File: src/rbs_pkg.sv
// ----------------------------------------------------------------------------
// rbs_pkg
// Shared types and constants for the record sort-by-key block: the record
// layout, the sequencer states and the control group to the datapath.
// ----------------------------------------------------------------------------
package rbs_pkg;

    // Default store depth
    localparam int MAX_RECORDS_DEF = 32;

    // Field and record widths
    localparam int WORD_W = 32;
    localparam int REC_W  = 4 * WORD_W;

    // One stored record, key in the low word
    typedef struct packed {
        logic [WORD_W-1:0] x;
        logic [WORD_W-1:0] y;
        logic [WORD_W-1:0] kind;
        logic [WORD_W-1:0] key;
    } t_rec;

    // Sequencer states
    typedef enum logic [2:0] {
        ST_LOAD,
        ST_PRIME,
        ST_FIRST,
        ST_PASS,
        ST_TAIL,
        ST_E_READ,
        ST_E_LOAD,
        ST_E_HOLD
    } t_state;

    // Source of the store write data
    typedef enum logic [1:0] {
        WSEL_INPUT,
        WSEL_LOWER,
        WSEL_CARRY
    } t_wsel;

    // Control group from sequencer to datapath
    typedef struct packed {
        logic  carry_ld;
        logic  pass_cmp;
        logic  out_ld;
        t_wsel wsel;
        logic  last_flag;
        logic  drop_flag;
    } t_dp_ctl;

endpackage

File: src/rbs_swap.sv
// ----------------------------------------------------------------------------
// rbs_swap
// Bubble-pass datapath: holds the record being carried up through the
// store, compares it with the record just read and picks which one is
// written back below.
// ----------------------------------------------------------------------------
module rbs_swap (
    input  logic             i_clk,
    input  rbs_pkg::t_dp_ctl i_ctl,
    input  rbs_pkg::t_rec    i_rd_rec,
    output logic             o_swap,
    output rbs_pkg::t_rec    o_lower,
    output rbs_pkg::t_rec    o_carry
);

    rbs_pkg::t_rec r_carry;
    logic          greater;

    // Strictly greater only, so equal keys keep their order
    assign greater = r_carry.key > i_rd_rec.key;
    assign o_swap  = i_ctl.pass_cmp & greater;
    assign o_lower = greater ? i_rd_rec : r_carry;
    assign o_carry = r_carry;

    // Load the first record of a pass, then keep the larger of each pair
    always_ff @(posedge i_clk) begin
        if (i_ctl.carry_ld) begin
            r_carry <= i_rd_rec;
        end else if (i_ctl.pass_cmp && !greater) begin
            r_carry <= i_rd_rec;
        end
    end

endmodule

File: config.mk
export PLATFORM = sky130hd
export DESIGN_NAME = rbs_swap
export DESIGN_NICKNAME = d
export VERILOG_FILES = /design/src/rbs_pkg.sv /design/src/rbs_swap.sv
export SDC_FILE = /design/constraint.sdc
export NUM_CORES = 1
export LEC_CHECK = 0
export ABC_CLOCK_PERIOD_IN_PS = 14100
export BUFFER_PORTS_ARGS = -buffer_cell sky130_fd_sc_hd__buf_2
export CAP_MARGIN = 20
export CORE_AREA = 2 2 153 155
export CTS_CLUSTER_SIZE = 8
export DETAILED_ROUTE_END_ITERATION = 10
export DIE_AREA = 0 0 155 157
export PLACE_DENSITY = 0.52
export SYNTH_ARGS = -nofsm -noshare
export SYNTH_HDL_FRONTEND = slang
export SYNTH_SLANG_ARGS = --single-unit
File: constraint.sdc
create_clock -name i_clk -period 14.1 [get_ports i_clk]
set_input_delay 2.82 -clock i_clk [delete_from_list [all_inputs] [get_ports i_clk]]
set_output_delay 2.82 -clock i_clk [all_outputs]
set_load 0.01 [all_outputs]
==> Yosys cells after proc, flatten, opt, wreduce, memory -nomap -nowiden <==
Cells that the tools add are included.
{ "op_classes": {"n_reduce_logical": 3, "n_lt_le_gt_ge": 1, "mul": 0, "addsub": 0, "n_shift": 0, "eq_ne": 0, "n_bitwise": 1, "n_mux": 3, "div_mod_pow": 0} }
{ "op_table": {"columns": ["operator", "count"], "rows": [
  ["$mux W128", 3],
  ["$gt A32 B32 Y1", 1],
  ["$reduce_bool A2 Y1", 1],
  ["$and A1 B1 Y1", 1],
  ["$logic_and A1 B1 Y1", 1],
  ["$logic_not A1 Y1", 1]
]} }
{ "word_totals": {"ram_bits": 0, "latchBits": 0, "romBits": 0, "memories": 0, "elab_cells": 12, "output_inout_bits": 257, "register_bits": 128, "in_bits": 136} }

==> Logic depth before layout (Yosys ltp) <==
Gate-level depths: netlist (run 1).
{ "logic_depth": {"ltp_word": 5, "ltp_mapped": 10, "ltp_nobuf": 8} }

==> Worst setup path before layout (run 1) <==
OpenSTA, ideal clock, no wires.
{ "synth_timing": {"path_kind": "input -> output", "startpoint": "in i_rd_rec[9] (netlist name)", "endpoint": "out o_lower[100] (netlist name)", "required_ps": 11280, "setup_slack_ps": 6472, "stages": 10, "t_arrival_ps": 4808, "cell_sequence": "inv_1 -> ha_1 -> a21o_1 -> nand3_1 -> a21oi_1 -> or4_1 -> a22oi_2 -> buf_6 -> buf_6 -> mux2_1"} }
{ "synth_rtl": {"columns": ["element", "line", "rtl"], "rows": [
  ["start: declaration", "rbs_swap.sv:10", "input rbs_pkg::t_rec i_rd_rec,"],
  ["end: declaration", "rbs_swap.sv:12", "output rbs_pkg::t_rec o_lower,"]
]} }

==> results of run 1 <==
[final cells by class]
cell class | count | area, um2
tap | 285 | 357
timing repair buffer | 390 | 1960
clock inverter | 14 | 165
fill | 2211 | 13500
sequential | 128 | 3840
inverter | 32 | 120
antenna | 2 | 5.00
clock buffer | 18 | 429
multi-input combinational | 211 | 2150
[per-stage QoR]
stage                     setup slack [ns]  instances
after floorplan                       6.47        385
after global placement                4.87       1046
after detailed placement              4.91       1046
after CTS                             4.88       1078
after global routing                  4.64       1080
final                                 4.97       1080
[cell families (layout without fill, tap and decap cells)]
group,Yosys count,count (layout)
buffers and inverters,46,454
adder cells (fa/ha/maj),32,32
multiplexers,128,128
other,0,2
flip-flops,128,128
AND/OR/NAND/NOR,22,22
AO/OA/AOI/OAI,29,29
[layer usage]
layer	up-vias	part of all wire (%)	track usage [%]
li1	2297	-	-
met1	2314	41	17.9
met2	215	50	25.5
met3	26	6.6	4.13
met4	0	2.7	6.88
met5	-	0	0
[where the power goes]
part	switching (mW)	leakage (nW)	internal, mW
sequential	0.0175	1.28	0.459
combinational	0.157	2.56	0.126
clock	0.188	0.286	0.267
total	0.362	4.13	0.852
[Yosys cell counts]
| cell type | n | area, um2 |
|---|---|---|
| and4_1 | 1 | 8.76 |
| a211oi_1 | 1 | 7.51 |
| nor4_1 | 1 | 6.26 |
| mux2_2 | 30 | 338 |
| nand4_1 | 7 | 43.8 |
| buf_6 | 11 | 124 |
| nand2_1 | 5 | 18.8 |
| a21oi_1 | 15 | 75.1 |
| a21boi_0 | 1 | 7.51 |
| edfxtp_1 | 128 | 3840 |
| o221a_2 | 1 | 11.3 |
| a22oi_2 | 1 | 12.5 |
| nor2b_1 | 2 | 12.5 |
| o21a_1 | 1 | 7.51 |
| inv_1 | 32 | 120 |
| ha_1 | 32 | 400 |
| nor3_1 | 2 | 10.0 |
| a21o_1 | 3 | 22.5 |
| o211ai_1 | 1 | 7.51 |
| buf_2 | 3 | 15.0 |
| or4_1 | 1 | 7.51 |
| mux2_1 | 98 | 1100 |
| nand3_1 | 3 | 15.0 |
| a21boi_1 | 1 | 7.51 |
| o21ai_0 | 4 | 20.0 |
[final timing paths]
kind,from,to,slack (ns),cells after the start
setup / recovery,i_rd_rec[31],o_lower[100],4.97,10
hold / removal,o_carry[15],o_carry[98],2.37,7
setup reg to reg,o_carry[29],o_carry[63],8.83,8
hold reg to reg,o_carry[15],o_carry[98],2.37,7
[critical path, cell delays in order]
cell     delay (ns)
buf_2          0.11
inv_1          0.04
ha_1           0.30
nand4_1        0.17
nor4_1         0.48
nand3_1        0.15
a22oi_2        0.73
buf_4          0.83
mux2_1         0.42
buf_2          0.15
==> run summary, run 1 <==
Outcome: complete, no violations
Cell Area, Synth: 0.00625 mm2
GRT Util Overall: 15.1%
H-tree depth: 4
Area growth, synth to finish: 44.6%
Post-synthesis sequential area ratio: 61.5%
Drc violations: 0
Final Net Count: 948
IO Port Bufs: 387
First-pass GRT wire length: 27,700 um
Crit Path Category: in2out
Mapped Nets: 553
Layout cells sized above 1: 57.3%
Resize count post-CTS: 0
Initial antenna violation count: 2
CTS root buffer: clkbuf_16
Worst-margin pin slew: 0.961 ns
Post-Route WL: 19,600 um
Synth Warn #: 0
Syn Area/Cell: 16.2 um2
Clk_skew: 0.0109 ns
Std-Cell Rows: 55
First-pass iteration count of the detailed router: 4
F_max: 110 MHz
Clk sinks: 128
Pwr/cell area: 135 mW/mm2
Most common cell after layout, fill and taps aside: buf_2
Most frequent cells in the layout: 387 x buf_2, 128 x edfxtp_1, 98 x mux2_1
Fraction of synthesized area in multiplexers: 23.1%
Skew-Pair Late Insertion Delay: 0.41 ns
Final core occ: 40.1%
Compound-Gate Fraction of Synth Area: 2.86%
Largest register FFs: 128
Placer Congestion: 0.837
Startpoint Class: input port
Critical Path AT: 6.31 ns
CTS tree: built
Setup TNS: 0 ns
Rel. slew slack: 35.9%
Setup Fix Bufs, Post-CTS: 0
Pwr Total: 1.21 mW
P_leak: 4.13 nW
Max cap viols: 0
Slew Limit Fails: 0
Pin count of the biggest net entering global routing: 73
Crit-path max FO: 68
Tcrit/Tclk final: 64.7%
Synth unique cells: 25
Die height: 157 um
Largest family of logic cells by synthesized area: multiplexers
Hold Vio Cnt, Final: 0
Clk slew on worst S/H paths: 0.07 ns
Yosys reg bits: 128
Vias per cell: 4.49
Core Area: 0.0225 mm2
CTS buffer count: 17
DRT iter0 DRCs: 168
VDD IR max: 0.0677 mV
Post-Synth Adder-Cell Area: 6.41%
Final ANT Viol Nets: 0
Req. time, crit path: 11.28 ns
Final Instance Area: 0.00903 mm2
Dpl cell area: 0.00843 mm2
Worst hold path type: reg2reg
Initial Util: 27.8%
Clock buffer depth: 2
Dpl hpwl: 15,300 um
Routed len/inst: 18.1 um
Die W: 155 um
Post-synthesis simple-gate area fraction: 1.96%
Crit path time final: 9.13 ns
Congestion Overflow GR: 0
Final setup violation count: 0
RSZ-0062 raised after global routing: false
Hold slack: 2.37 ns
Cells after synthesis: 385
XOR/XNOR share of the synthesized area: 0%
Ports: 393
Vias: 4,852
CP Capture Type: output pin
Hold buffers post-CTS: 0
Total die area: 0.0243 mm2
Vias in the first global route: 4,678
(Power assumes the default switching activity.)
==> run 2: changes to the inputs <==
ABC_CLOCK_PERIOD_IN_PS = 8800   (was 14100)
CORE_AREA = 2 2 152 154   (was 2 2 153 155)
DIE_AREA = 0 0 154 156   (was 0 0 155 157)
clock period = 8.8 ns   (was 14.1 ns; I/O delays follow)
==> run summary, run 2 (synthesis results as in run 1) <==
Outcome: complete, no violations
Worst-margin pin slew: 0.747 ns
Crit-path slowest cell: buf_4
CTS root buffer: clkbuf_16
Clock buffer depth: 2
Crit path time final: 6.62 ns
Pin count of the biggest net entering global routing: 129
Layout cells sized above 1: 57.3%
Resize count post-CTS: 0
Vias per cell: 4.41
GRT Util Overall: 14.0%
Die W: 154 um
Req. time, crit path: 7.04 ns
Crit-path max FO: 45
Hold buffers post-CTS: 0
Crit path largest cell delay: 0.52 ns
Cell Chain, Critical Path: buf_2 -> inv_1 -> ha_1 -> nand4_1 -> nor4_1 -> nand3_1 -> a22oi_2 -> buf_4 -> buf_4 -> mux2_1 -> buf_2
H-tree depth: 4
Vias: 4,759
Total die area: 0.0240 mm2
First-pass GRT wire length: 25,800 um
Dpl hpwl: 13,600 um
CTS tree: built
IO Port Bufs: 387
Routed len/inst: 16.5 um
RSZ-0062 raised after global routing: false
Place WS: 2.20 ns
Crit Path Category: in2out
Final setup violation count: 0
Congestion Overflow GR: 0
Most frequent cells in the layout: 387 x buf_2, 128 x edfxtp_1, 98 x mux2_1
Max cap viols: 0
Worst hold path type: in2reg
VDD IR max: 0.103 mV
Largest register FFs: 128
Ports: 393
Pwr/cell area: 208 mW/mm2
Dpl cell area: 0.00845 mm2
Rel. slew slack: 50.2%
Initial Util: 27.9%
Placer Congestion: 0.741
Setup TNS: 0 ns
Setup Fix Bufs, Post-CTS: 0
Post-Route WL: 17,800 um
CTS buffer count: 17
Tcrit/Tclk final: 75.2%
Area growth, synth to finish: 44.1%
First-pass iteration count of the detailed router: 4
Die height: 156 um
Most common cell after layout, fill and taps aside: buf_2
Clk slew on worst S/H paths: 0.06 ns
Final Instance Area: 0.00900 mm2
P_leak: 4.10 nW
DRT iter0 DRCs: 243
Clk sinks: 128
Core Area: 0.0224 mm2
CP bufs+invs: 5
CP top delay family: buffers and inverters
Slew Limit Fails: 0
Std-Cell Rows: 55
Vias in the first global route: 4,559
Drc violations: 0
F_max: 151 MHz
Final Net Count: 949
Hold Vio Cnt, Final: 0
Initial antenna violation count: 1
Critical Path AT: 4.86 ns
Final ANT Viol Nets: 0
Final worst slack: 2.18 ns
Startpoint Class: input port
CP Capture Type: output pin
Skew-Pair Late Insertion Delay: 0.41 ns
Clk_skew: 0.00918 ns
[run 2: layout make-up]
cell class / count / area (um2)
Timing Repair Buffer: 391 / 1980
Clock inverter: 14 / 119
Fill cell: 2211 / 13400
Tap cell: 285 / 357
Sequential cell: 128 / 3840
Antenna cell: 1 / 2.50
Multi-Input combinational cell: 211 / 2150
Clock buffer: 17 / 425
Inverter: 32 / 120
[run 2: metrics by stage]
| stage | total power [mW] | std cells | utilization, % | hold WS, ns |
|---|---|---|---|---|
| finish | 1.87 | 1079 | 40.2 | 1.53 |
| global route | 1.97 | 1079 | 40.2 | 1.50 |
| CTS | 1.91 | 1078 | 40.2 | 1.50 |
| detailed placement | 1.23 | 1047 | 37.8 | 1.95 |
| global placement | 1.23 | 1047 | 37.8 | 1.95 |
| floorplan | 1.04 | 385 | - | 1.86 |
[run 2: per-layer routing]
metal  track usage (%)  vias to the layer above  wire length [um]
li1                  -                     2284                 -
met4              4.90                        0               281
met3              4.42                       15              1210
met1              16.9                     2226              7430
met5                 0                        -                 0
met2              23.7                      234              8830
[run 2: worst register-to-register path, stage by stage, from the launching register on]
cell	delay (ns)
edfxtp_1	0.43
ha_1	0.34
nand4_1	0.15
nor4_1	0.48
nand3_1	0.17
a22oi_2	0.22
buf_4	0.52
buf_4	0.54
a21o_4	0.21
buf_12	0.51
[run 2: path summary, 6_finish.rpt]
kind | start | endpoint | slack, ns | cells past startpoint
setup / recovery | i_rd_rec[31] | o_lower[121] | 2.18 | 11
hold / removal | i_rd_rec[55] | o_carry[55] | 1.53 | 1
setup reg to reg | o_carry[27] | o_carry[99] | 4.73 | 9
hold reg to reg | o_carry[15] | o_carry[121] | 2.34 | 9
[run 2: where the power goes]
group	leakage, nW	switching, mW	internal [mW]
sequential	1.28	0.0286	0.735
clock	0.247	0.275	0.385
combinational	2.57	0.246	0.204
total	4.10	0.549	1.32
==> run 3: changes to the inputs <==
ABC_CLOCK_PERIOD_IN_PS = 5300   (was 8800)
CORE_AREA = 2 2 155 157   (was 2 2 152 154)
DIE_AREA = 0 0 157 159   (was 0 0 154 156)
PLACE_DENSITY = 0.53   (was 0.52)
clock period = 5.3 ns   (was 8.8 ns; I/O delays follow)
==> run summary, run 3 (synthesis results as in run 1) <==
Drc violations: 0
Final ANT Viol Nets: 0
Post-Route WL: 18,000 um
CTS buffer count: 17
Tcrit/Tclk final: 89.0%
Resize count post-CTS: 0
RSZ-0062 raised after global routing: false
Congestion Overflow GR: 0
CTS tree: built
Final core occ: 39.3%
Final setup violation count: 0
Pwr/cell area: 351 mW/mm2
F_max: 212 MHz
Std-Cell Rows: 56
Final Net Count: 949
Hold buffers post-CTS: 0
VDD IR max: 0.194 mV
Die W: 157 um
Layout cells sized above 1: 57.3%
Initial Util: 26.9%
Vias per cell: 4.24
Crit Path Category: in2out
Initial antenna violation count: 0
First-pass iteration count of the detailed router: 4
Critical Path AT: 3.66 ns
Req. time, crit path: 4.24 ns
Slew Limit Fails: 0
P_leak: 4.14 nW
Die height: 159 um
Pin count of the biggest net entering global routing: 71
Hold Vio Cnt, Final: 0
Clk_skew: 0.0127 ns
Total die area: 0.0250 mm2
First-pass GRT wire length: 26,400 um
IO Port Bufs: 387
Setup TNS: 0 ns
Worst-margin pin slew: 0.459 ns
Largest register FFs: 128
Most frequent cells in the layout: 387 x buf_2, 128 x edfxtp_1, 98 x mux2_1
Crit path time final: 4.72 ns
Rel. slew slack: 69.4%
Number of diodes: 0
Setup Fix Bufs, Post-CTS: 0
Crit-path max FO: 70
Skew-Pair Late Insertion Delay: 0.41 ns
Core Area: 0.0232 mm2
GRT Util Overall: 13.7%
Dpl hpwl: 13,700 um
Worst hold path type: in2reg
Clk sinks: 128
Ports: 393
Routed len/inst: 16.2 um
Area growth, synth to finish: 46.0%
Most common cell after layout, fill and taps aside: buf_2
Placer Congestion: 0.763
CP Capture Type: output pin
Startpoint Class: input port
Clock buffer depth: 2
H-tree depth: 4
Clk slew on worst S/H paths: 0.06 ns
Max cap viols: 0
DRT iter0 DRCs: 192
Vias in the first global route: 4,516
Outcome: complete, no violations
CTS root buffer: clkbuf_16
Vias: 4,723
==> run 3: final timing paths <==
kind / start / end / slack, ns / depth (start not counted)
max: i_rd_rec[5] / o_lower[109] / 0.58 / 11
min: i_rd_rec[91] / o_carry[91] / 0.83 / 1
max reg2reg: o_carry[5] / o_carry[104] / 1.79 / 9
min reg2reg: o_carry[15] / o_carry[125] / 1.79 / 7
==> run 3: where the power goes <==
part           total, mW  switching (mW)  internal, mW
logic              0.759           0.413         0.346
registers           1.26          0.0449          1.22
clock network       1.17           0.474         0.700
==> run 3: layout make-up <==
class	count	area, um2
Inverter	32	120
Multi-Input combinational cell	211	2150
Tap cell	319	399
Clock buffer	18	429
Fill cell	2259	14100
Timing Repair Buffer	391	2020
Clock inverter	14	156
Sequential cell	128	3840
==> run 3: through the flow <==
| step | instances | hold slack, ns | setup slack [ns] | area, um2 | total power, mW |
|---|---|---|---|---|---|
| 4_1_cts | 1113 | 0.809 | 0.592 | 9120 | 3.25 |
| 3_3_place_gp | 1081 | 1.25 | 0.596 | 8530 | 2.06 |
| 5_1_grt | 1113 | 0.806 | 0.497 | 9120 | 3.36 |
| 6_report | 1113 | 0.835 | 0.583 | 9120 | 3.20 |
| 2_1_floorplan | 385 | 1.16 | 0.619 | 6250 | 1.72 |
| 3_5_place_dp | 1081 | 1.25 | 0.596 | 8530 | 2.06 |
==> run 3: critical path, stage by stage <==
cell      delay [ns]
buf_2           0.10
inv_1           0.04
ha_1            0.29
a21o_1          0.16
nand3_1         0.10
a211oi_1        0.08
or4_1           0.55
a22oi_2         0.27
buf_12          0.34
mux2_1          0.40
buf_2           0.16
==> run 3: layer usage <==
| metal | track usage [%] | up-vias | share of wire (%) |
|---|---|---|---|
| li1 | - | 2278 | - |
| met1 | 17.0 | 2226 | 43 |
| met2 | 23.2 | 203 | 49 |
| met3 | 3.70 | 16 | 6.7 |
| met4 | 3.84 | 0 | 1.4 |
| met5 | 0 | - | 0 |
