===== config.mk =====
export PLATFORM = sky130hd
export DESIGN_NAME = rbs_ram
export DESIGN_NICKNAME = d
export VERILOG_FILES = /design/src/rbs_ram.sv
export SDC_FILE = /design/constraint.sdc
export NUM_CORES = 1
export LEC_CHECK = 0
export BUFFER_PORTS_ARGS = -buffer_cell sky130_fd_sc_hd__buf_2
export CAP_MARGIN = 20
export CORE_UTILIZATION = 40
export CTS_CLUSTER_DIAMETER = 200
export DETAILED_ROUTE_END_ITERATION = 6
export GPL_ROUTABILITY_DRIVEN = 0
export GPL_TIMING_DRIVEN = 0
export PLACE_DENSITY = 0.56
export SYNTH_ARGS = -nofsm -noshare
export SYNTH_HDL_FRONTEND = slang
export SYNTH_SLANG_ARGS = --single-unit
export TNS_END_PERCENT = 30

===== constraint.sdc =====
create_clock -name i_clk -period 4.7 [get_ports i_clk]
set_clock_uncertainty 0.15 [all_clocks]
set_input_delay 0.94 -clock i_clk [delete_from_list [all_inputs] [get_ports i_clk]]
set_output_delay 0.94 -clock i_clk [all_outputs]
set_load 0.02 [all_outputs]

===== src/rbs_ram.sv =====
// ----------------------------------------------------------------------------
// rbs_ram
// Generic simple dual-port RAM: one write port, one read port with the
// read data registered.
// ----------------------------------------------------------------------------
module rbs_ram #(
    parameter int WIDTH = 8,
    parameter int DEPTH = 16
) (
    input  logic                     i_clk,
    input  logic                     i_we,
    input  logic [$clog2(DEPTH)-1:0] i_waddr,
    input  logic [WIDTH-1:0]         i_wdata,
    input  logic [$clog2(DEPTH)-1:0] i_raddr,
    output logic [WIDTH-1:0]         o_rdata
);

    logic [WIDTH-1:0] r_mem [DEPTH];
    logic [WIDTH-1:0] r_rdata;

    // Write port
    always_ff @(posedge i_clk) begin
        if (i_we) begin
            r_mem[i_waddr] <= i_wdata;
        end
    end

    // Registered read port
    always_ff @(posedge i_clk) begin
        r_rdata <= r_mem[i_raddr];
    end

    assign o_rdata = r_rdata;

endmodule


-- After elaboration in Yosys (flattened, before gate mapping)
Memory sizes are Yosys's and may differ from the RTL's. A register that Yosys moved wholly into a read port is not among the register bits.
Cells that the tools add are included.
- bits in registers: 0
- RAM bits: 128
- input bits: 18
- output and inout port bits: 8
- logic and storage cells: 3
- memories kept: 1
- muxes and demuxes: 2
- memory list (name ; words ; bits a word ; read ports ; clocked after memory_dff ; wr ports ; line ; text):
    r_mem ; 16 ; 8 ; 1 ; 1 ; 1 ; 18 ; logic [WIDTH-1:0] r_mem [DEPTH];
- operators with widths (operator ; number):
    2-to-1 mux 1 bit ; 2

-- Logic depth before layout (Yosys ltp)
Gate-level depths: netlist of the first run.
- depth in word-level cells: 2
- mapped depth: 5
- gate-level depth less buffers: 3

-- Least setup slack after synthesis of the first run
Ideal clock, no wire load.
- path type: input port to flip-flop
- start: in i_waddr[2]
- end: mem r_mem[0][0], enable pin
- setup time: 0.383 ns
- data arrival time: 2.050 ns
- data required time: 4.167 ns
- setup slack: 2.117 ns
- stages: 2
- path buffers: 0
- cell sequence: or3b_2 nor3_1
- RTL lines (item ; line ; text):
    start, declared ; 12 ; input logic [$clog2(DEPTH)-1:0] i_waddr,
    end, declared ; 18 ;
No word-level cell before the write port.

-- Final worst setup path of the first run
- start: in i_waddr[2]
- end: mem r_mem[0][7], enable pin
No word-level cell before the write port.

==> results of run 1 <==
area by class of cell:
type                    instances  area share
flip-flops and latches        136      0.6616
plain buffers                  10     0.01427
multi-input cells              83      0.1747
well taps                     172     0.03556
clock buffers                  27     0.08311
repair buffers                 28     0.02357
clock inverters                 4    0.007236
sequential cells by signal, summed over array words and instances, names as in the netlist:
register and flops:
o_rdata 8, r_mem 128
critical path, cell delays in order:
cell    delay [ps]
buf_2          120
or3b_2         530
nor3_1         540
buf_2          310
through the flow:
step	instances	setup slack [ps]
after floorplan	229	2117
after global placement	425	1478
after detailed placement	429	1795
after CTS	460	2236
after global routing	460	2152
final	460	2226
placed cells by master (no fill, tap or decap), types with 2 or more instances in the layout:
cell type        netlist  routed
a22oi_1               16      16
buf_2                  3      30
buf_4                  1       2
buf_6                  3       3
clkbuf_1               0       6
clkbuf_16              0      17
clkbuf_8               0       4
clkdlybuf4s25_2        3       3
clkinv_2               0       2
dfxtp_1                8       8
edfxtp_1             128     128
mux4_1                14      14
mux4_2                18      18
nand2_1                9       9
nand2b_1               2       2
nand3b_1               2       2
nor2_1                13      13
nor3_1                 4       4
cells in the mapped netlist:
cell type,n,share of area
clkdlybuf4s25_2,3,0.0058
a22oi_1,16,0.023
dfxtp_1,8,0.031
buf_6,3,0.0066
nor3_1,4,0.0039
edfxtp_1,128,0.75
mux4_2,18,0.079
mux4_1,14,0.071
nand3_1,1,0.00097
and2_1,1,0.0012
and2b_1,1,0.0015
nor2b_1,1,0.0012
or3b_2,1,0.0017
nand3b_1,2,0.0029
buf_4,1,0.0015
buf_2,3,0.0029
nor2_1,13,0.0095
nand2b_1,2,0.0024
nand2_1,9,0.0066
routing by layer:
| metal | track usage | wire length, um | up-vias |
|---|---|---|---|
| met5 | 0 | 0 | - |
| met4 | 0.08485 | 157 | 0 |
| met3 | 0.04446 | 443 | 10 |
| met2 | 0.2351 | 4612 | 56 |
| met1 | 0.2185 | 4507 | 1211 |
| li1 | - | - | 1067 |
cell families after synthesis:
group,Yosys count,share of synthesized area
flops,136,0.7778
compound gates,16,0.02334
buf+inv,10,0.01677
simple gates,35,0.03184
mux,32,0.1502
worst max path at each step:
stage | depth (start not counted) | to
finish | 4 | r_mem[0][7]$_DFFE_PP_
global route | 4 | r_mem[0][7]$_DFFE_PP_
CTS | 4 | r_mem[0][7]$_DFFE_PP_
detailed placement | 4 | r_mem[0][0]$_DFFE_PP_
global placement | 3 | r_mem[0][7]$_DFFE_PP_
floorplan | 2 | r_mem[0][0]$_DFFE_PP_
power breakdown:
part           internal, mW  switching (mW)  leakage, nW
registers              1.36         0.00559         1.22
logic                0.0544          0.0834        0.537
clock network         0.777           0.437        0.269
total                  2.19           0.526         2.03
==> results.txt, run 1 <==
- CTS HTree Levels: 4
- Aggregate global-route resource usage: 0.1600
- Total wirelength of the detailed-routed design: 9721 um
- Share of the core filled with cells in the final layout: 0.4815
* GR Overflow Total: 0
- For this design the ratio of total power to cell area is 448.5 nW/um^2.
- Pin count of the biggest net entering global routing: 17
- Along the worst path, the maximum fanout reaches 5.
* Average wire per cell in the routed design: 21.13 um
- WP data required: 4660 ps
- First-pass GRT wire length: 13880 um
- The max-slew violation total from the final report came to 0.
- Count of buffers from port buffering: 24
* Synthesized area divided by synthesized cell count: 22.48 um^2
- Number of buffers added by the clock tree synthesis step: 17
- By startpoint and endpoint, the worst setup path is classified as in -> reg.
- The most critical setup path has its startpoint at i_waddr[2].
* Unrepaired setup endpoints after global routing: no
* Clock Latency Late Sink: 410 ps
- Die Span X: 115.4 um
- The floorplan step set the die height to 115.4 um.
- Total non-filler cell area in the finished layout: 6052 um^2
* Filler Cells Inserted: 1026
- At the pin with the least slew margin, the transition time is 816.5 ps.
* Top-Level Pins: 26
- Reg2Reg Depth: 3
- Setup slack, reg-to-reg: 3160 ps
- Area added between synthesis and finish: 17.57%
- Area inside the core boundary: 12570 um^2
- Warning count from the yosys run: 0
- The endpoint identified for the worst register-to-register timing path is o_rdata[4]$_DFF_P_.
* Ratio of cells with drive above 1 in the final layout: 0.2813
- CTS saw 136 sinks.
- DPL Wire Length: 6263 um
- Worst relative slew slack: 0.4537
- Data arrival, critical path: 2430 ps
- Cell count after synthesis: 229
- Max-cap check violation count: 0
* Post-synthesis sequential element count: 136
- Instance area at placement: 5505 um^2
- The min-delay analysis places its worst path in the category reg -> reg.
- Number of post-CTS setup repair buffers: 0
- STA classifies the critical path endpoint as a register.
* Number of endpoints with negative hold slack in the final report: 0
- Detailed-router iteration count before antenna repair: 5
* Final Critical Period: 2474 ps
* Root buffer cell: clkbuf_16
- Peak VDD IR: 242.7 uV
- Clock transition at the register clock pins on the worst setup and hold paths after CTS: 50 ps
* Maximum root-to-sink buffer count: 2
- Portion of the clock cycle consumed by the worst path in the final layout: 0.5264
- The number of global-route vias before repair was 2225.
- Power comes to 2.714 mW.
- Final setup vio count: 0
- Row cnt: 41
* Result of the run: finished, final reports clean
* Register area share after synthesis: 0.7778
- Number of nets produced by synthesis: 247
- The detail route stage leaves a number of antenna-violating nets equal to 0.
- TritonCTS built the clock tree.
- The number of antenna violations at the first check in global routing is 0.
- The routed layout has 2344 vias.
* Hold Worst Slack: 532.3 ps
- Summing all flip-flop and latch instances after layout gives 4004 um^2.
- Worst hold endpoint: o_rdata[1]$_DFF_P_
* Hold Path Origin: r_mem[11][1]$_DFFE_PP_
* Iter 0 DRT Violations: 104
- Hold_buf cts: 0
- Final-stage net count: 294
- Worst hold path depth: 3
* Inserted Diodes: 0
- The floorplan step defined a die boundary enclosing 13330 um^2.
* Launch instance of the worst register-to-register path: r_mem[10][4]$_DFFE_PP_
* Via density: 5.096
* Combined area of the multi-input logic cells: 1057 um^2
- Post-CTS resize count: 0
- Initial Utilization: 0.4096
- Summing every instance area after synthesis gives 5147 um^2.
- Final TNS setup: 0 ps
- The analysis attributes to cell leakage a power of 2.029 nW.
* Fmax: 404.2 MHz
- After detailed routing, the number of remaining DRC violations is 0.
* Synth cell types: 19
- STA classifies the critical path startpoint as an input port.
(Power assumes the default switching activity.)
==> inputs of run 2 (changes only) <==
--- a/config.mk
+++ b/config.mk
@@ -12,7 +12,7 @@
 export DETAILED_ROUTE_END_ITERATION = 6
 export GPL_ROUTABILITY_DRIVEN = 0
 export GPL_TIMING_DRIVEN = 0
-export PLACE_DENSITY = 0.56
+export PLACE_DENSITY = 0.58
 export SYNTH_ARGS = -nofsm -noshare
 export SYNTH_HDL_FRONTEND = slang
 export SYNTH_SLANG_ARGS = --single-unit
==> constraint.sdc (replaced) <==
create_clock -name i_clk -period 2.1 [get_ports i_clk]
set_clock_uncertainty 0.15 [all_clocks]
set_input_delay 0.42 -clock i_clk [delete_from_list [all_inputs] [get_ports i_clk]]
set_output_delay 0.42 -clock i_clk [all_outputs]
set_load 0.02 [all_outputs]
==> results.txt, run 2 (synthesized netlist as in run 1, its figures left out) <==
* Highest-count cells in the layout ignoring fill and taps: edfxtp_1 (128), buf_2 (27), mux4_2 (18), clkbuf_16 (17), a22oi_1 (16)
- The biggest cell delay along the critical path came to 620 ps (+80 ps).
- Most heavily used metal layer in global routing: met2
- TritonCTS built the clock tree.
- Iter 0 DRT Violations: 124 (+19%)
- Clock Latency Late Sink: 410 ps (about the same)
- Vias in the first global route: 2328 (+4.6%)
- The number of top-level pins was 26 (unchanged).
- The remaining global-route overflow came to 0 (unchanged).
* Min setup slack post-route: 112.0 ps (-2114 ps)
* Number of vias after detailed routing: 2325 (-0.81%)
* Commonest non-fill, non-tap cell in the layout: edfxtp_1
- STA classifies the critical path endpoint as a register.
* Critical path class: in -> reg
* Cell Count Post-Placement: 429 (unchanged)
- Number of buffers added by the clock tree synthesis step: 17 (unchanged)
- Worst relative slew slack: 0.4401 (-0.01361)
- Number of slew-limit violations in the final report: 0 (unchanged)
- Inserted Diodes: 0 (unchanged)
- The net total in the final layout is 294 (unchanged).
- Counting flops per register, the top entry is r_mem.
* M2 GR Usage: 0.2459 (+0.01078)
* Area added between synthesis and finish: 18.86%
* Number of endpoints with negative hold slack in the final report: 0 (unchanged)
- Count of buffers from port buffering: 24 (unchanged)
- Path category of the worst min-delay check: in -> reg
- The row count came to 41 (unchanged).
* Number of post-CTS setup repair buffers: 0 (unchanged)
* Highest fanout seen on the critical path: 5 (unchanged)
* Clock Sinks: 136 (unchanged)
- Aggregate global-route resource usage: 0.1583 (-0.001703)
- The required time of the critical path is 2070 ps (-2590 ps).
- Result of the run: finished, final reports clean
- Initial antenna violation count: 0 (unchanged)
* Detailed-router iteration count before antenna repair: 4 (-1)
- Maximum root-to-sink buffer count: 2 (unchanged)
* Slowest cell on the critical path: nor3_1
- The mean number of vias per cell is 5.043 (-1.0%).
* Pin count of the biggest net entering global routing: 17 (unchanged)
* Slew at the pin closest to its max-slew limit: 836.8 ps (+20.34 ps)
* Critical path launch point type: input port
* Die Area: 13330 um^2 (unchanged)
- The core region area was 12570 um^2 (unchanged).
* Final Critical Period: 1988 ps
- The routing usage on met1 came to 0.2176 (-0.0009219).
- Hold_buf cts: 0 (unchanged)
- Final setup vio count: 0 (unchanged)
* Die Height: 115.4 um (unchanged)
- The width of the die came to 115.4 um (unchanged).
* Ratio of cells with drive above 1 in the final layout: 0.3080 (+0.02671)
- Count of nets left with antenna violations after detail routing: 0 (unchanged)
* CTS HTree Levels: 4 (unchanged)
* Root buffer cell: clkbuf_16
- DPL Wire Length: 6144 um (-1.9%)
- Total power: 6.322 mW (+130%)
- Fmax: 503.0 MHz
- Initial Utilization: 0.4096 (unchanged)
* Max-cap check violation count: 0 (unchanged)
- Met3 GRT Util: 0.03295 (-0.01151)
- The minimum setup slack after placement was -333.1 ps (-2128 ps).
- Average wire per cell in the routed design: 20.87 um (-1.2%)
* Max reg flops: 128 (unchanged)
- Data arrival, critical path: 1960 ps (-470 ps)
- The global-route wire length before repair is 14210 um (+2.4%).
- The placed standard-cell area is 5513 um^2 (+0.14%).
- The total wire length is 9623 um (-1.0%).
- Count of unresolved DRC violations after routing: 0 (unchanged)
* Leak: 2.037 nW (+0.39%)
- The kind of cell with the highest combined delay along the critical path is simple AND/OR/NAND/NOR gates.
- Total non-filler cell area in the finished layout: 6118 um^2 (+1.1%)
- The number of cells in the finished layout apart from fillers was 461 (+0.22%).
* Post-CTS resize count: 0 (unchanged)
- Of the available clock period, the critical path in the final layout requires 0.9467.
* Clock transition at the register clock pins on the worst setup and hold paths after CTS: 60 ps (about the same)
- Ratio of total power to cell area: 1033 nW/um^2 (+130%)
* Unrepaired setup endpoints after global routing: no
* Critical path buffers and inverters: 2 (unchanged)
- The worst IR drop on VDD was 530.6 uV (+120%).
- CP cell instances: buf_2 -> or3b_2 -> nor3_1 -> buf_4
run 2: final timing paths:
path / slack [ps] / endpoint / start / cells after the start
worst max-delay path: 110 / r_mem[0][4]$_DFFE_PP_ / i_waddr[2] / 4
worst min register to register: 520 / o_rdata[2]$_DFF_P_ / r_mem[11][2]$_DFFE_PP_ / 3
worst min-delay path: 250 / r_mem[7][5]$_DFFE_PP_ / i_wdata[5] / 1
worst max register to register: 420 / o_rdata[0]$_DFF_P_ / r_mem[6][0]$_DFFE_PP_ / 3
run 2: worst reg2reg max path, cell delays in order (launching register included):
cell	delay, ps
edfxtp_1	370
mux4_1	540
a22oi_1	380
nand2_1	120
run 2: layout make-up:
type / count / area (um^2)
Clock buffer: 17 / 425.4
Tap cell: 172 / 215.2
Buffer: 10 / 86.33
Multi-Input combinational cell: 83 / 1057
Sequential cell: 136 / 4004
Clock inverter: 15 / 180.2
Fill cell: 1042 / 6450
Timing Repair Buffer: 28 / 150.1
run 2: power by group:
| group | switching, mW | internal, mW | total [mW] | leakage [nW] |
|---|---|---|---|---|
| clock network | 1.10 | 1.87 | 2.97 | 0.277 |
| registers | 0.0125 | 3.04 | 3.05 | 1.22 |
| logic | 0.186 | 0.122 | 0.308 | 0.536 |
| total | 1.30 | 5.02 | 6.32 | 2.04 |
run 2: metal layers:
layer,vias up,wire (um)
met5,-,0
met4,0,134
li1,1067,-
met2,66,4777
met1,1184,4215
met3,8,496
run 2: through the flow:
| stage | hold slack, ps | setup TNS (ps) | utilization |
|---|---|---|---|
| finish | 253.7 | 0 | 0.4868 |
| detailed placement | 515.7 | -6064 | 0.4386 |
| CTS | 256.9 | 0 | 0.4868 |
| global placement | 508.0 | -13370 | 0.4362 |
| global route | 268.4 | 0 | 0.4868 |
| floorplan | 368.9 | 0 | - |
==> inputs of run 3 (changes only) <==
--- a/config.mk
+++ b/config.mk
@@ -6,13 +6,13 @@
 export NUM_CORES = 1
 export LEC_CHECK = 0
 export BUFFER_PORTS_ARGS = -buffer_cell sky130_fd_sc_hd__buf_2
-export CAP_MARGIN = 20
+export CAP_MARGIN = 10
 export CORE_UTILIZATION = 40
 export CTS_CLUSTER_DIAMETER = 200
 export DETAILED_ROUTE_END_ITERATION = 6
 export GPL_ROUTABILITY_DRIVEN = 0
 export GPL_TIMING_DRIVEN = 0
-export PLACE_DENSITY = 0.58
+export PLACE_DENSITY = 0.65
 export SYNTH_ARGS = -nofsm -noshare
 export SYNTH_HDL_FRONTEND = slang
 export SYNTH_SLANG_ARGS = --single-unit
==> results.txt, run 3 (synthesized netlist as in run 1, its figures left out) <==
- Initial Utilization: 0.4096 (unchanged)
- The number of cells in the design after placement came to 427 (-0.47%).
* First-pass GRT wire length: 14320 um (+0.77%)
- The estimated wirelength of the detail-placed design was 6066 um (-1.3%).
- The leakage component of the power was 2.029 nW (-0.41%).
- Number of vias after detailed routing: 2372 (+2.0%)
- The number of antenna violations at the first check in global routing was 0 (unchanged).
- TritonCTS built the clock tree.
- The power per cell area is 1009 nW/um^2 (-2.4%).
* Highest fanout seen on the critical path: 8 (+3)
- Setup repair after global routing left no endpoint under its margin.
- Final cell count without fillers: 460 (-0.22%)
- Combined area of the multi-input logic cells: 1062 um^2 (+0.47%)
- Critical path class: in -> reg
- Pin count of the biggest net entering global routing: 17 (unchanged)
- Post-CTS resize count: 0 (unchanged)
- The number of buffers added to fix hold violations after cts was 0 (unchanged).
* GR Overflow Total: 0 (unchanged)
- Setup slack, reg-to-reg: 560 ps (+140 ps)
- FF+latch area: 4004 um^2 (unchanged)
- The all-layer global routing usage is 0.1603 (+0.002013).
- The part of the cycle the worst path needs was 0.8740 (-0.07268).
- The max capacitance violation total was 0 (unchanged).
- Worst relative slew slack: 0.3746 (-0.06547)
- Final TNS setup: 0 ps (unchanged)
* CTS HTree Levels: 4 (unchanged)
- Count of buffers from port buffering: 24 (unchanged)
* Clock Latency Late Sink: 410 ps (about the same)
- Total power: 6.118 mW (-3.2%)
- Total wirelength of the detailed-routed design: 9520 um (-1.1%)
- The worst IR drop on VDD came to 515.6 uV (-2.8%).
- The time the final worst path needs with I/O delays and setup was 1835 ps (-152.6 ps).
* WP data required: 1980 ps (-90 ps)
- Ratio of cells with drive above 1 in the final layout: 0.3021 (-0.005875)
- The number of global-route vias before repair came to 2400 (+3.1%).
* Number of buffers added by the clock tree synthesis step: 17 (unchanged)
- Via density: 5.157 (+2.2%)
- Clock transition at the register clock pins on the worst setup and hold paths after CTS: 60 ps (about the same)
- The worst hold path belongs to the class in -> reg.
* Final-stage net count: 293 (-0.34%)
- Number of endpoints with negative hold slack in the final report: 0 (unchanged)
- The data arrival time of the critical path came to 1720 ps (-240 ps).
- The smallest hold slack came to 250.4 ps (-3.297 ps).
- The worst setup path is captured at a register.
- Result of the run: finished, final reports clean
- The maximum root-to-sink buffer count came to 2 (unchanged).
* Number of post-CTS setup repair buffers: 0 (unchanged)
- The die height came to 115.4 um (unchanged).
* Count of unresolved DRC violations after routing: 0 (unchanged)
- Slew at the pin closest to its max-slew limit: 934.7 ps (+97.84 ps)
- Clock Sinks: 136 (unchanged)
- Final setup vio count: 0 (unchanged)
- The width of the die was 115.4 um (unchanged).
- Max reg flops: 128 (unchanged)
- Row cnt: 41 (unchanged)
- Top-Level Pins: 26 (unchanged)
* Commonest non-fill, non-tap cell in the layout: edfxtp_1
- Area inside the core boundary: 12570 um^2 (unchanged)
- Inserted Diodes: 0 (unchanged)
- The die footprint is 13330 um^2 (unchanged).
- In the layout the commonest cells are edfxtp_1 (128), buf_2 (30), mux4_2 (18), clkbuf_16 (17), a22oi_1 (16).
- The detailed router's first-iteration violation count came to 160 (+29%).
* Root buffer cell: clkbuf_16
* Critical path launch point type: input port
- Filler Cells Inserted: 1040 (-0.19%)
- Fmax: 544.9 MHz (+8.3%)
- Count of nets left with antenna violations after detail routing: 0 (unchanged)
- The max-slew violation total from the final report is 0 (unchanged).
- Compared with the post-synthesis result, the final layout area differs by 17.84%.
- Most flops, register: r_mem
* Detailed-router iteration count before antenna repair: 4 (unchanged)
- Average wire per cell in the routed design: 20.70 um (-0.86%)
-- run 3: changes by cell type in the layout (fill, tap and decap cells not counted) --
cell / change
nor3_2: +1
bufinv_16: -1
clkinvlp_4: -3
buf_4: -4
clkinv_4: -2
clkinv_1: +1
clkinv_2: +4
clkbuf_1: +1
buf_2: +3
nor3_1: -1
-- run 3: area by class of cell --
class                   instances  area share
clock inverters                14     0.02207
multi-input cells              83      0.1751
plain buffers                  10     0.01423
flip-flops and latches        136      0.6601
well taps                     172     0.03548
clock buffers                  18     0.07075
repair buffers                 27     0.02228
-- run 3: power by group --
group          total, mW  switching (mW)  leakage [nW]  internal, mW
clock network       2.77            1.04         0.273          1.73
registers           3.05          0.0137          1.22          3.04
logic              0.300           0.179         0.533         0.121
total               6.12            1.23          2.03          4.88
-- run 3: through the flow --
| stage | area (um^2) | utilization | setup slack, ps |
|---|---|---|---|
| after global placement | 5483 | 0.4362 | -518.8 |
| final | 6066 | 0.4826 | 264.6 |
| after CTS | 6061 | 0.4822 | 267.1 |
| after detailed placement | 5498 | 0.4374 | -168.7 |
| after global routing | 6066 | 0.4826 | 213.1 |
| after floorplan | 5147 | - | 37.13 |
-- run 3: critical path, cell delays in order --
cell	delay (ps)
buf_2	110
or3b_2	510
nor2_1	670
-- run 3: layer usage --
layer,GRT usage,vias to the layer above,wire [um]
met2,0.2423,78,4764
met5,0,-,0
li1,-,1069,-
met4,0.06667,0,105
met1,0.2148,1216,4072
met3,0.05282,9,577
-- run 3: path summary, 6_finish.rpt --
| check | startpoint | to | cells past startpoint |
|---|---|---|---|
| worst max-delay path | i_waddr[2] | r_mem[2][2]$_DFFE_PP_ | 3 |
| worst min register to register | r_mem[0][1]$_DFFE_PP_ | o_rdata[1]$_DFF_P_ | 3 |
| worst max register to register | r_mem[1][0]$_DFFE_PP_ | o_rdata[0]$_DFF_P_ | 3 |
| worst min-delay path | i_wdata[5] | r_mem[6][5]$_DFFE_PP_ | 1 |
